$ cat src/rtl/cle_pkg.sv
`default_nettype none
// ----------------------------------------------------------------------------
// cle_pkg
// shared types and constants for the cursor line editor
// ----------------------------------------------------------------------------
package cle_pkg;

    // keystroke bytes with a special meaning
    localparam logic [7:0] KEY_LEFT  = 8'h3C;
    localparam logic [7:0] KEY_RIGHT = 8'h3E;
    localparam logic [7:0] KEY_BACK  = 8'h2D;

    // request classes handed from front end to back end
    localparam logic [2:0] OP_INSERT = 3'd0;
    localparam logic [2:0] OP_LEFT   = 3'd1;
    localparam logic [2:0] OP_RIGHT  = 3'd2;
    localparam logic [2:0] OP_BACK   = 3'd3;
    localparam logic [2:0] OP_EMIT   = 3'd4;

    // command queue geometry
    localparam int QUEUE_DEPTH = 4;
    localparam int QUEUE_AW    = $clog2(QUEUE_DEPTH);

    typedef struct packed {
        logic [2:0] op;
        logic [7:0] ch;
    } cmd_t;

endpackage
`default_nettype wire

$ cat src/rtl/cle_front.sv
`default_nettype none
// ----------------------------------------------------------------------------
// cle_front
// accepts requests and classifies them into commands for the queue
// ----------------------------------------------------------------------------
module cle_front (
    input  wire logic          in_valid,
    input  wire logic          req_type,
    input  wire logic [7:0]    key_code,
    input  wire logic          q_full,
    output logic               in_stall,
    output logic               push,
    output cle_pkg::cmd_t      cmd
);
    import cle_pkg::*;

    assign in_stall = q_full;
    assign push     = in_valid && !q_full;

    always_comb
    begin
        cmd.ch = key_code;
        priority if (req_type)
            cmd.op = OP_EMIT;
        else if (key_code == KEY_LEFT)
            cmd.op = OP_LEFT;
        else if (key_code == KEY_RIGHT)
            cmd.op = OP_RIGHT;
        else if (key_code == KEY_BACK)
            cmd.op = OP_BACK;
        else
            cmd.op = OP_INSERT;
    end

endmodule
`default_nettype wire

$ cat src/rtl/cle_queue.sv
`default_nettype none
// ----------------------------------------------------------------------------
// cle_queue
// small command fifo between front end and back end
// ----------------------------------------------------------------------------
module cle_queue (
    input  wire logic          clk,
    input  wire logic          rst_n,
    input  wire logic          push,
    input  wire cle_pkg::cmd_t push_cmd,
    input  wire logic          pop,
    output logic               full,
    output logic               q_valid,
    output cle_pkg::cmd_t      q_cmd
);
    import cle_pkg::*;

    cmd_t                entry_reg [QUEUE_DEPTH];
    logic [QUEUE_AW:0]   wr_ptr_reg;
    logic [QUEUE_AW:0]   wr_ptr_next;
    logic [QUEUE_AW:0]   rd_ptr_reg;
    logic [QUEUE_AW:0]   rd_ptr_next;

    assign full = (wr_ptr_reg[QUEUE_AW] != rd_ptr_reg[QUEUE_AW])
               && (wr_ptr_reg[QUEUE_AW-1:0] == rd_ptr_reg[QUEUE_AW-1:0]);
    assign q_valid = (wr_ptr_reg != rd_ptr_reg);
    assign q_cmd   = entry_reg[rd_ptr_reg[QUEUE_AW-1:0]];

    assign wr_ptr_next = push ? wr_ptr_reg + 1'b1 : wr_ptr_reg;
    assign rd_ptr_next = pop  ? rd_ptr_reg + 1'b1 : rd_ptr_reg;

    always_ff @(posedge clk or negedge rst_n)
    begin
        if (!rst_n)
        begin
            wr_ptr_reg <= '0;
            rd_ptr_reg <= '0;
        end
        else
        begin
            wr_ptr_reg <= wr_ptr_next;
            rd_ptr_reg <= rd_ptr_next;
        end
    end

    always_ff @(posedge clk)
    begin
        if (push)
            entry_reg[wr_ptr_reg[QUEUE_AW-1:0]] <= push_cmd;
    end

endmodule
`default_nettype wire

$ cat src/rtl/cle_back.sv
`default_nettype none
// ----------------------------------------------------------------------------
// cle_back
// executes commands on the two cursor stacks and streams out finished lines
// ----------------------------------------------------------------------------
module cle_back #(
    parameter int LINE_DEPTH = 64
) (
    input  wire logic          clk,
    input  wire logic          rst_n,
    input  wire logic          cmd_valid,
    input  wire cle_pkg::cmd_t cmd,
    output logic               pop,
    output logic               out_valid,
    input  wire logic          out_stall,
    output logic [7:0]         out_char,
    output logic               last_char,
    output logic               line_empty,
    output logic               overflow
);
    import cle_pkg::*;

    localparam int CW = $clog2(LINE_DEPTH + 1);
    localparam int AW = $clog2(LINE_DEPTH);

    localparam logic [1:0] ST_IDLE = 2'd0;
    localparam logic [1:0] ST_MOVE = 2'd1;
    localparam logic [1:0] ST_EMIT = 2'd2;

    // stores
    logic [7:0]     before_mem [LINE_DEPTH];
    logic [7:0]     after_mem  [LINE_DEPTH];
    logic [7:0]     before_rdata_reg;
    logic [7:0]     after_rdata_reg;
    logic           before_we;
    logic [AW-1:0]  before_waddr;
    logic [7:0]     before_wdata;
    logic           before_re;
    logic [AW-1:0]  before_raddr;
    logic           after_we;
    logic [AW-1:0]  after_waddr;
    logic [7:0]     after_wdata;
    logic           after_re;
    logic [AW-1:0]  after_raddr;

    // control state
    logic [1:0]     state_reg, state_next;
    logic [CW-1:0]  bc_reg, bc_next;
    logic [CW-1:0]  ac_reg, ac_next;
    logic           ovf_reg, ovf_next;
    logic           dir_left_reg, dir_left_next;
    logic [CW-1:0]  k_reg, k_next;
    logic           rd_pend_reg, rd_pend_next;
    logic           rd_sel_reg, rd_sel_next;
    logic           out_valid_reg, out_valid_next;

    // output payload
    logic [7:0]     out_char_reg;
    logic           last_char_reg;
    logic           line_empty_reg;
    logic           overflow_reg;

    logic [CW:0]    total_w;
    logic [CW-1:0]  bc_dec;
    logic [CW-1:0]  ac_dec;
    logic [CW-1:0]  rd_idx;
    logic [CW-1:0]  after_idx;
    logic           issue;
    logic           out_free;
    logic           out_load;
    logic [7:0]     load_char;
    logic           load_last;
    logic           load_empty;
    logic           is_last;
    logic [7:0]     rdata;

    assign total_w   = {1'b0, bc_reg} + {1'b0, ac_reg};
    assign bc_dec    = bc_reg - CW'(1);
    assign ac_dec    = ac_reg - CW'(1);
    assign after_idx = CW'(total_w - (CW+1)'(1) - {1'b0, rd_idx});
    assign out_free  = !out_valid_reg || !out_stall;
    assign is_last   = (({1'b0, k_reg} + (CW+1)'(1)) == total_w);
    assign rdata     = rd_sel_reg ? after_rdata_reg : before_rdata_reg;

    always_comb
    begin
        state_next    = state_reg;
        bc_next       = bc_reg;
        ac_next       = ac_reg;
        ovf_next      = ovf_reg;
        dir_left_next = dir_left_reg;
        k_next        = k_reg;
        rd_pend_next  = rd_pend_reg;
        rd_sel_next   = rd_sel_reg;
        pop           = 1'b0;
        issue         = 1'b0;
        rd_idx        = k_reg;
        out_load      = 1'b0;
        load_char     = 8'd0;
        load_last     = 1'b0;
        load_empty    = 1'b0;
        before_we     = 1'b0;
        before_waddr  = '0;
        before_wdata  = 8'd0;
        before_re     = 1'b0;
        before_raddr  = '0;
        after_we      = 1'b0;
        after_waddr   = '0;
        after_wdata   = 8'd0;
        after_re      = 1'b0;
        after_raddr   = '0;

        unique case (state_reg)
            ST_IDLE:
            begin
                if (cmd_valid)
                begin
                    pop = 1'b1;
                    unique case (cmd.op)
                        OP_LEFT:
                        begin
                            if (bc_reg != '0 && ac_reg < CW'(LINE_DEPTH))
                            begin
                                before_re     = 1'b1;
                                before_raddr  = bc_dec[AW-1:0];
                                bc_next       = bc_dec;
                                dir_left_next = 1'b1;
                                state_next    = ST_MOVE;
                            end
                        end
                        OP_RIGHT:
                        begin
                            if (ac_reg != '0 && bc_reg < CW'(LINE_DEPTH))
                            begin
                                after_re      = 1'b1;
                                after_raddr   = ac_dec[AW-1:0];
                                ac_next       = ac_dec;
                                dir_left_next = 1'b0;
                                state_next    = ST_MOVE;
                            end
                        end
                        OP_BACK:
                        begin
                            if (bc_reg != '0)
                                bc_next = bc_dec;
                        end
                        OP_EMIT:
                        begin
                            k_next       = '0;
                            rd_pend_next = 1'b0;
                            state_next   = ST_EMIT;
                        end
                        OP_INSERT:
                        begin
                            if (total_w >= (CW+1)'(LINE_DEPTH))
                                ovf_next = 1'b1;
                            else
                            begin
                                before_we    = 1'b1;
                                before_waddr = bc_reg[AW-1:0];
                                before_wdata = cmd.ch;
                                bc_next      = bc_reg + CW'(1);
                            end
                        end
                        default:
                        begin
                        end
                    endcase
                end
            end
            ST_MOVE:
            begin
                // second half of a cursor move: push the popped character
                if (dir_left_reg)
                begin
                    after_we    = 1'b1;
                    after_waddr = ac_reg[AW-1:0];
                    after_wdata = before_rdata_reg;
                    ac_next     = ac_reg + CW'(1);
                end
                else
                begin
                    before_we    = 1'b1;
                    before_waddr = bc_reg[AW-1:0];
                    before_wdata = after_rdata_reg;
                    bc_next      = bc_reg + CW'(1);
                end
                state_next = ST_IDLE;
            end
            ST_EMIT:
            begin
                if (total_w == '0)
                begin
                    if (out_free)
                    begin
                        out_load   = 1'b1;
                        load_last  = 1'b1;
                        load_empty = 1'b1;
                        ovf_next   = 1'b0;
                        state_next = ST_IDLE;
                    end
                end
                else if (!rd_pend_reg)
                begin
                    issue        = 1'b1;
                    rd_pend_next = 1'b1;
                end
                else if (out_free)
                begin
                    out_load  = 1'b1;
                    load_char = rdata;
                    load_last = is_last;
                    if (is_last)
                    begin
                        bc_next      = '0;
                        ac_next      = '0;
                        ovf_next     = 1'b0;
                        rd_pend_next = 1'b0;
                        state_next   = ST_IDLE;
                    end
                    else
                    begin
                        // fetch the next character while this one goes out
                        k_next = k_reg + CW'(1);
                        rd_idx = k_reg + CW'(1);
                        issue  = 1'b1;
                    end
                end
            end
            default:
            begin
                state_next = ST_IDLE;
            end
        endcase

        if (issue)
        begin
            if (rd_idx < bc_reg)
            begin
                before_re    = 1'b1;
                before_raddr = rd_idx[AW-1:0];
                rd_sel_next  = 1'b0;
            end
            else
            begin
                after_re    = 1'b1;
                after_raddr = after_idx[AW-1:0];
                rd_sel_next = 1'b1;
            end
        end
    end

    assign out_valid_next = out_load || (out_valid_reg && out_stall);

    always_ff @(posedge clk or negedge rst_n)
    begin
        if (!rst_n)
        begin
            state_reg     <= ST_IDLE;
            bc_reg        <= '0;
            ac_reg        <= '0;
            ovf_reg       <= 1'b0;
            dir_left_reg  <= 1'b0;
            k_reg         <= '0;
            rd_pend_reg   <= 1'b0;
            rd_sel_reg    <= 1'b0;
            out_valid_reg <= 1'b0;
        end
        else
        begin
            state_reg     <= state_next;
            bc_reg        <= bc_next;
            ac_reg        <= ac_next;
            ovf_reg       <= ovf_next;
            dir_left_reg  <= dir_left_next;
            k_reg         <= k_next;
            rd_pend_reg   <= rd_pend_next;
            rd_sel_reg    <= rd_sel_next;
            out_valid_reg <= out_valid_next;
        end
    end

    always_ff @(posedge clk)
    begin
        if (out_load)
        begin
            out_char_reg   <= load_char;
            last_char_reg  <= load_last;
            line_empty_reg <= load_empty;
            overflow_reg   <= ovf_reg;
        end
    end

    always_ff @(posedge clk)
    begin
        if (before_we)
            before_mem[before_waddr] <= before_wdata;
        if (before_re)
            before_rdata_reg <= before_mem[before_raddr];
    end

    always_ff @(posedge clk)
    begin
        if (after_we)
            after_mem[after_waddr] <= after_wdata;
        if (after_re)
            after_rdata_reg <= after_mem[after_raddr];
    end

    assign out_valid  = out_valid_reg;
    assign out_char   = out_char_reg;
    assign last_char  = last_char_reg;
    assign line_empty = line_empty_reg;
    assign overflow   = overflow_reg;

    // the two stacks together never hold more than a line
    a_depth_bound: assert property (@(posedge clk) disable iff (!rst_n)
        total_w <= (CW+1)'(LINE_DEPTH))
        else $error("cursor stacks exceed line depth");

    // an empty-line result is always the last one and carries no character
    a_empty_is_last: assert property (@(posedge clk) disable iff (!rst_n)
        (out_valid_reg && line_empty_reg) |-> (last_char_reg && out_char_reg == 8'd0))
        else $error("empty line result malformed");

    // sending the last character clears the line
    a_clear_after_last: assert property (@(posedge clk) disable iff (!rst_n)
        (out_load && load_last) |=> (bc_reg == '0 && ac_reg == '0 && !ovf_reg))
        else $error("line not cleared after end of line");

    // a move write phase only follows a decode cycle
    a_move_from_idle: assert property (@(posedge clk) disable iff (!rst_n)
        (state_reg == ST_MOVE) |-> ($past(state_reg) == ST_IDLE))
        else $error("move phase entered from wrong state");

endmodule
`default_nettype wire

$ cat src/rtl/cursor_line_editor.sv
`default_nettype none
// ----------------------------------------------------------------------------
// cursor_line_editor
// keystroke line editor kept as two stacks around the cursor
// ----------------------------------------------------------------------------
// intake: a request enters the 4-entry command queue; the back end handles an
//   insert or backspace in its idle state and a cursor move in the idle and
//   move states (store read, then write of the other store)
// throughput: 1 request per cycle into the queue unless full; end of line
//   streams a character per cycle unless stalled, an empty line gives one result
// reset: clears queue, counts, overflow flag and output valid; the stores are
//   not cleared, only entries below the counts are ever read
module cursor_line_editor #(
    parameter int LINE_DEPTH = 64
) (
    input  wire logic          clk,
    input  wire logic          rst_n,
    // request channel
    input  wire logic          in_valid,
    output logic               in_stall,
    input  wire logic          req_type,
    input  wire logic [7:0]    key_code,
    // result channel
    output logic               out_valid,
    input  wire logic          out_stall,
    output logic [7:0]         out_char,
    output logic               last_char,
    output logic               line_empty,
    output logic               overflow
);
    import cle_pkg::*;

    // front end to queue
    logic   q_push;
    cmd_t   front_cmd;
    logic   q_full;

    // queue to back end
    logic   q_valid;
    cmd_t   q_cmd;
    logic   q_pop;

    // front end decodes the keystroke and pushes while there is room
    cle_front u_front (
        .in_valid (in_valid),
        .req_type (req_type),
        .key_code (key_code),
        .q_full   (q_full),
        .in_stall (in_stall),
        .push     (q_push),
        .cmd      (front_cmd)
    );

    // decouples request intake from stack work and line readout
    cle_queue u_queue (
        .clk      (clk),
        .rst_n    (rst_n),
        .push     (q_push),
        .push_cmd (front_cmd),
        .pop      (q_pop),
        .full     (q_full),
        .q_valid  (q_valid),
        .q_cmd    (q_cmd)
    );

    // back end owns both stores, the counts and the output register
    cle_back #(
        .LINE_DEPTH (LINE_DEPTH)
    ) u_back (
        .clk        (clk),
        .rst_n      (rst_n),
        .cmd_valid  (q_valid),
        .cmd        (q_cmd),
        .pop        (q_pop),
        .out_valid  (out_valid),
        .out_stall  (out_stall),
        .out_char   (out_char),
        .last_char  (last_char),
        .line_empty (line_empty),
        .overflow   (overflow)
    );

endmodule
`default_nettype wire
$ cat config.mk
export PLATFORM = sky130hd
export DESIGN_NAME = cursor_line_editor
export DESIGN_NICKNAME = d
export VERILOG_FILES = /design/src/rtl/cle_pkg.sv /design/src/rtl/cle_front.sv /design/src/rtl/cle_queue.sv /design/src/rtl/cle_back.sv /design/src/rtl/cursor_line_editor.sv
export SDC_FILE = /design/constraint.sdc
export NUM_CORES = 2
export LEC_CHECK = 0
export CAP_MARGIN = 20
export CORE_ASPECT_RATIO = 0.75
export CORE_MARGIN = 2
export CORE_UTILIZATION = 50
export CTS_CLUSTER_DIAMETER = 30
export DETAILED_ROUTE_END_ITERATION = 6
export DONT_BUFFER_PORTS = 1
export REMOVE_ABC_BUFFERS = 1
export SLEW_MARGIN = 20
export SYNTH_ARGS = -nofsm -noshare
export SYNTH_HDL_FRONTEND = slang
export SYNTH_SLANG_ARGS = --single-unit
$ cat constraint.sdc
create_clock -name clk -period 18.78 [get_ports clk]
set_input_delay 0.939 -clock clk [delete_from_list [all_inputs] [get_ports clk]]
set_output_delay 0.939 -clock clk [all_outputs]
set_load 0.01 [all_outputs]
==> run_results.csv <==
group,metric,value,unit
placed_design,io_buffer_count,0,
floorplanning,die_area,0.0971,mm^2
cells_and_area,drive_gt1_frac,0.157,
clock_network,clock_path_buffers,3,
setup_path,cp-end-kind,"flip-flop",
setup_path,start_kind,"flip-flop",
floorplanning,initial_core_util,0.505,
power_and_ir_drop,p_per_area,167,mW/mm^2
floorplanning,fp.dieW,359,um
outcome,status,"complete, no violations",
setup_path,worstSetupPathType,"reg -> reg",
timing,report.final.hold_viol_count,0,
min_path,hp-start,"key_code[0]",
detailed_routing,drt_first_pass_iters,6,
yosys,synth_top_flop_cell,"edfxtp_1",
detailed_routing,ant_nets,0,
yosys,async_flop_share,0.0301,
timing,timing.fmax,115,MHz
power_and_ir_drop,power,9.15,mW
clock_network,cts_sinks,1129,
yosys,synth_area,0.0473,mm^2
cells_and_area,multiInputGateArea,0.0128,mm^2
floorplanning,core_area,0.0936,mm^2
floorplanning,io_pins,26,
job,cap_violations,0,
timing,setup_viol,0,
setup_path,cp_max_fo,55,
floorplanning,die_y,270,um
detailed_routing,totalWireLength,128000,um
yosys,synth_cells,3183,
global_routing,grt_pass1_wl,188000,um
placed_design,place.gp.congestion,0.894,
power_and_ir_drop,p_leak,19.1,nW
min_path,hp-class,"in -> reg",
setup_path,cp.required,19.26,ns
timing,tightestPinTransition,1.19,ns
detailed_routing,viasPerCell,6.27,
clock_network,clk_latency,0.75,ns
clock_network,cts_tree,"built",
clock_network,cts_setup_buffers,0,
cells_and_area,fillers,7043,
clock_network,cts-htree-levels,4,
detailed_routing,wl_per_cell,27.7,um
yosys,avgSynthCellArea,14.9,um^2
yosys,synth.distinct_cells,80,
power_and_ir_drop,irDropWorstVdd,0.000122,V
cells_and_area,seqCellArea,0.0337,mm^2
timing,tns,0,ns
setup_path,worst_ep_arrival_time,9.17,ns
timing,min_period,8.69,ns
detailed_routing,num_vias,29006,
placed_design,hpwl,82000,um
yosys,ys_seq_elements,1129,
timing,final.period_utilization,0.463,
timing,fin_skew,0.0477,ns
global_routing,overflow,0,
timing,worst_hold_slack,0.289,ns
yosys,synth_edf_count,1095,
setup_path,crit_start,"u_back.ac_reg[3]",
global_routing,grt_use_total,0.263,
clock_network,numCtsBuffers,174,
timing,rsz0062_at_grt,"false",
global_routing,grt_max_degree,77,
detailed_routing,drtIter0Drc,3971,
cells_and_area,syn2layout_area_growth,15.5,%
cells_and_area,nNetsFinal,3288,
global_routing,antenna_found_initial,3,
clock_network,path_clk_slew,0.06,ns
yosys,ys_warn_count,0,
timing,slew_headroom,0.207,
global_routing,grt_pass1_vias,27286,
detailed_routing,route.detailed.drc,0,
setup_path,rr_startpoint,"u_back.ac_reg[3]",
yosys,ys_seq_area_frac,0.713,
clock_network,cts_root_buf,"clkbuf_16",
floorplanning,row_count,97,
timing,drv_slew,0,
## cell usage in the layout, fill, tap and decap left out, types with 20 or more instances in the layout
cell	synthesis	layout
inv_1	42	42
buf_4	13	48
mux4_2	102	102
mux2i_1	185	184
and3_1	43	35
nand2_1	480	479
nand4_1	55	55
mux2_2	33	31
inv_6	0	33
a21oi_1	69	68
nand3_1	291	291
edfxtp_1	1095	1095
clkinvlp_4	0	22
xnor2_1	28	28
or4_1	21	21
dfrtp_1	34	34
o21ai_0	42	34
nor2_1	197	193
ha_1	34	34
nor3_1	21	20
clkbuf_16	0	176
## per-stage QoR
step	utilization	setup slack, ns	cell area (um^2)	cells
5_1_grt	0.584	9.52	54600	4627
6_report	0.584	10.09	54700	4629
3_3_place_gp	0.519	9.77	48600	4297
2_1_floorplan	-	6.62	46500	3012
4_1_cts	0.584	9.62	54600	4626
3_5_place_dp	0.519	9.63	48600	4297
## layer usage
layer  track usage  wire (um)  up-vias
met4        0.0616       2270        0
li1              -          -    12385
met2         0.345      51900     1638
met5             0          0        -
met3        0.0815      16200      187
met1         0.422      57800    14796
## synth_stat cells (all sizes together) (16+ instances only)
cell | count | area share
nor2 | 197 | 0.016
inv | 42 | 0.0033
xnor2 | 28 | 0.0052
nand2 | 481 | 0.038
nor4 | 16 | 0.0022
mux2 | 33 | 0.0079
and3 | 43 | 0.0057
a31oi | 16 | 0.0021
nand3 | 292 | 0.031
mux4 | 102 | 0.049
a21oi | 69 | 0.0073
or4 | 21 | 0.0033
nor3 | 21 | 0.0022
nand4 | 55 | 0.0073
dfrtp | 34 | 0.018
edfxtp | 1095 | 0.70
ha | 34 | 0.0090
o21ai | 45 | 0.0050
and2 | 16 | 0.0021
mux2i | 188 | 0.040
clkbuf | 95 | 0.0075
buf | 76 | 0.0099
o22ai | 16 | 0.0021
a32oi | 16 | 0.0030
## critical path, stage by stage (launching register included)
cell	delay, ns
dfrtp_1	0.76
ha_1	0.43
o211a_1	0.24
o21a_1	0.14
or3_1	0.37
a21oi_1	0.44
a21o_1	0.51
nor3_1	0.11
xnor2_1	0.30
inv_1	0.08
ha_1	0.30
a21o_1	0.18
a21o_1	0.17
a21oi_1	0.18
o21a_1	0.19
inv_1	0.06
o21ai_0	0.27
and2_4	0.52
buf_4	0.73
buf_4	0.73
mux2i_1	0.28
mux2i_1	0.09
a32o_1	0.23
or4_1	0.54
or4_1	0.49
## worst paths after layout
| kind | endpoint | slack (ns) | cells past startpoint |
|---|---|---|---|
| min in group asynchronous | u_back.out_valid | 0.70 | 2 |
| max reg2reg | u_back.before_rdata_reg[3] | 10.09 | 24 |
| max in group asynchronous | u_back.dir_left_reg | 17.82 | 2 |
| max | u_back.before_rdata_reg[3] | 10.09 | 24 |
| min reg2reg | u_queue.wr_ptr_reg[2] | 0.48 | 1 |
| min | u_queue.entry_reg[1][0] | 0.29 | 0 |
## report_power, final
part           switching (mW)  total (mW)  internal [mW]
registers               0.136        3.11           2.98
logic                    1.88        2.80          0.918
clock network            1.25        3.24           1.99
total                    3.27        9.15           5.88
## cell families (layout without fill, tap and decap cells)
kind of cell | count (synthesis) | after routing | synth area share
fa+ha+maj | 36 | 36 | 0.00984
simple gates | 1187 | 1187 | 0.115
buf+inv | 214 | 421 | 0.0208
mux | 323 | 323 | 0.0968
other cells | 0 | 2 | 0
flops | 1129 | 1129 | 0.713
xor+xnor | 42 | 42 | 0.00881
compound gates | 252 | 252 | 0.0360
## area by class of cell
type	instances	area share
timing repair buffer	51	0.00778
sequential	1129	0.617
inverter	43	0.00295
clock buffer	192	0.0817
clock inverter	135	0.0281
antenna	2	0.0000916
multi-input combinational	1840	0.234
tap	1237	0.0283
## timing repair
| item | CTS | global route |
|---|---|---|
| hold endpoints to repair | 34 | 0 |
| hold buffers | 2 | 0 |
| resized for setup | 0 | 0 |
Note: power is estimated with default switching activity, not from simulation.
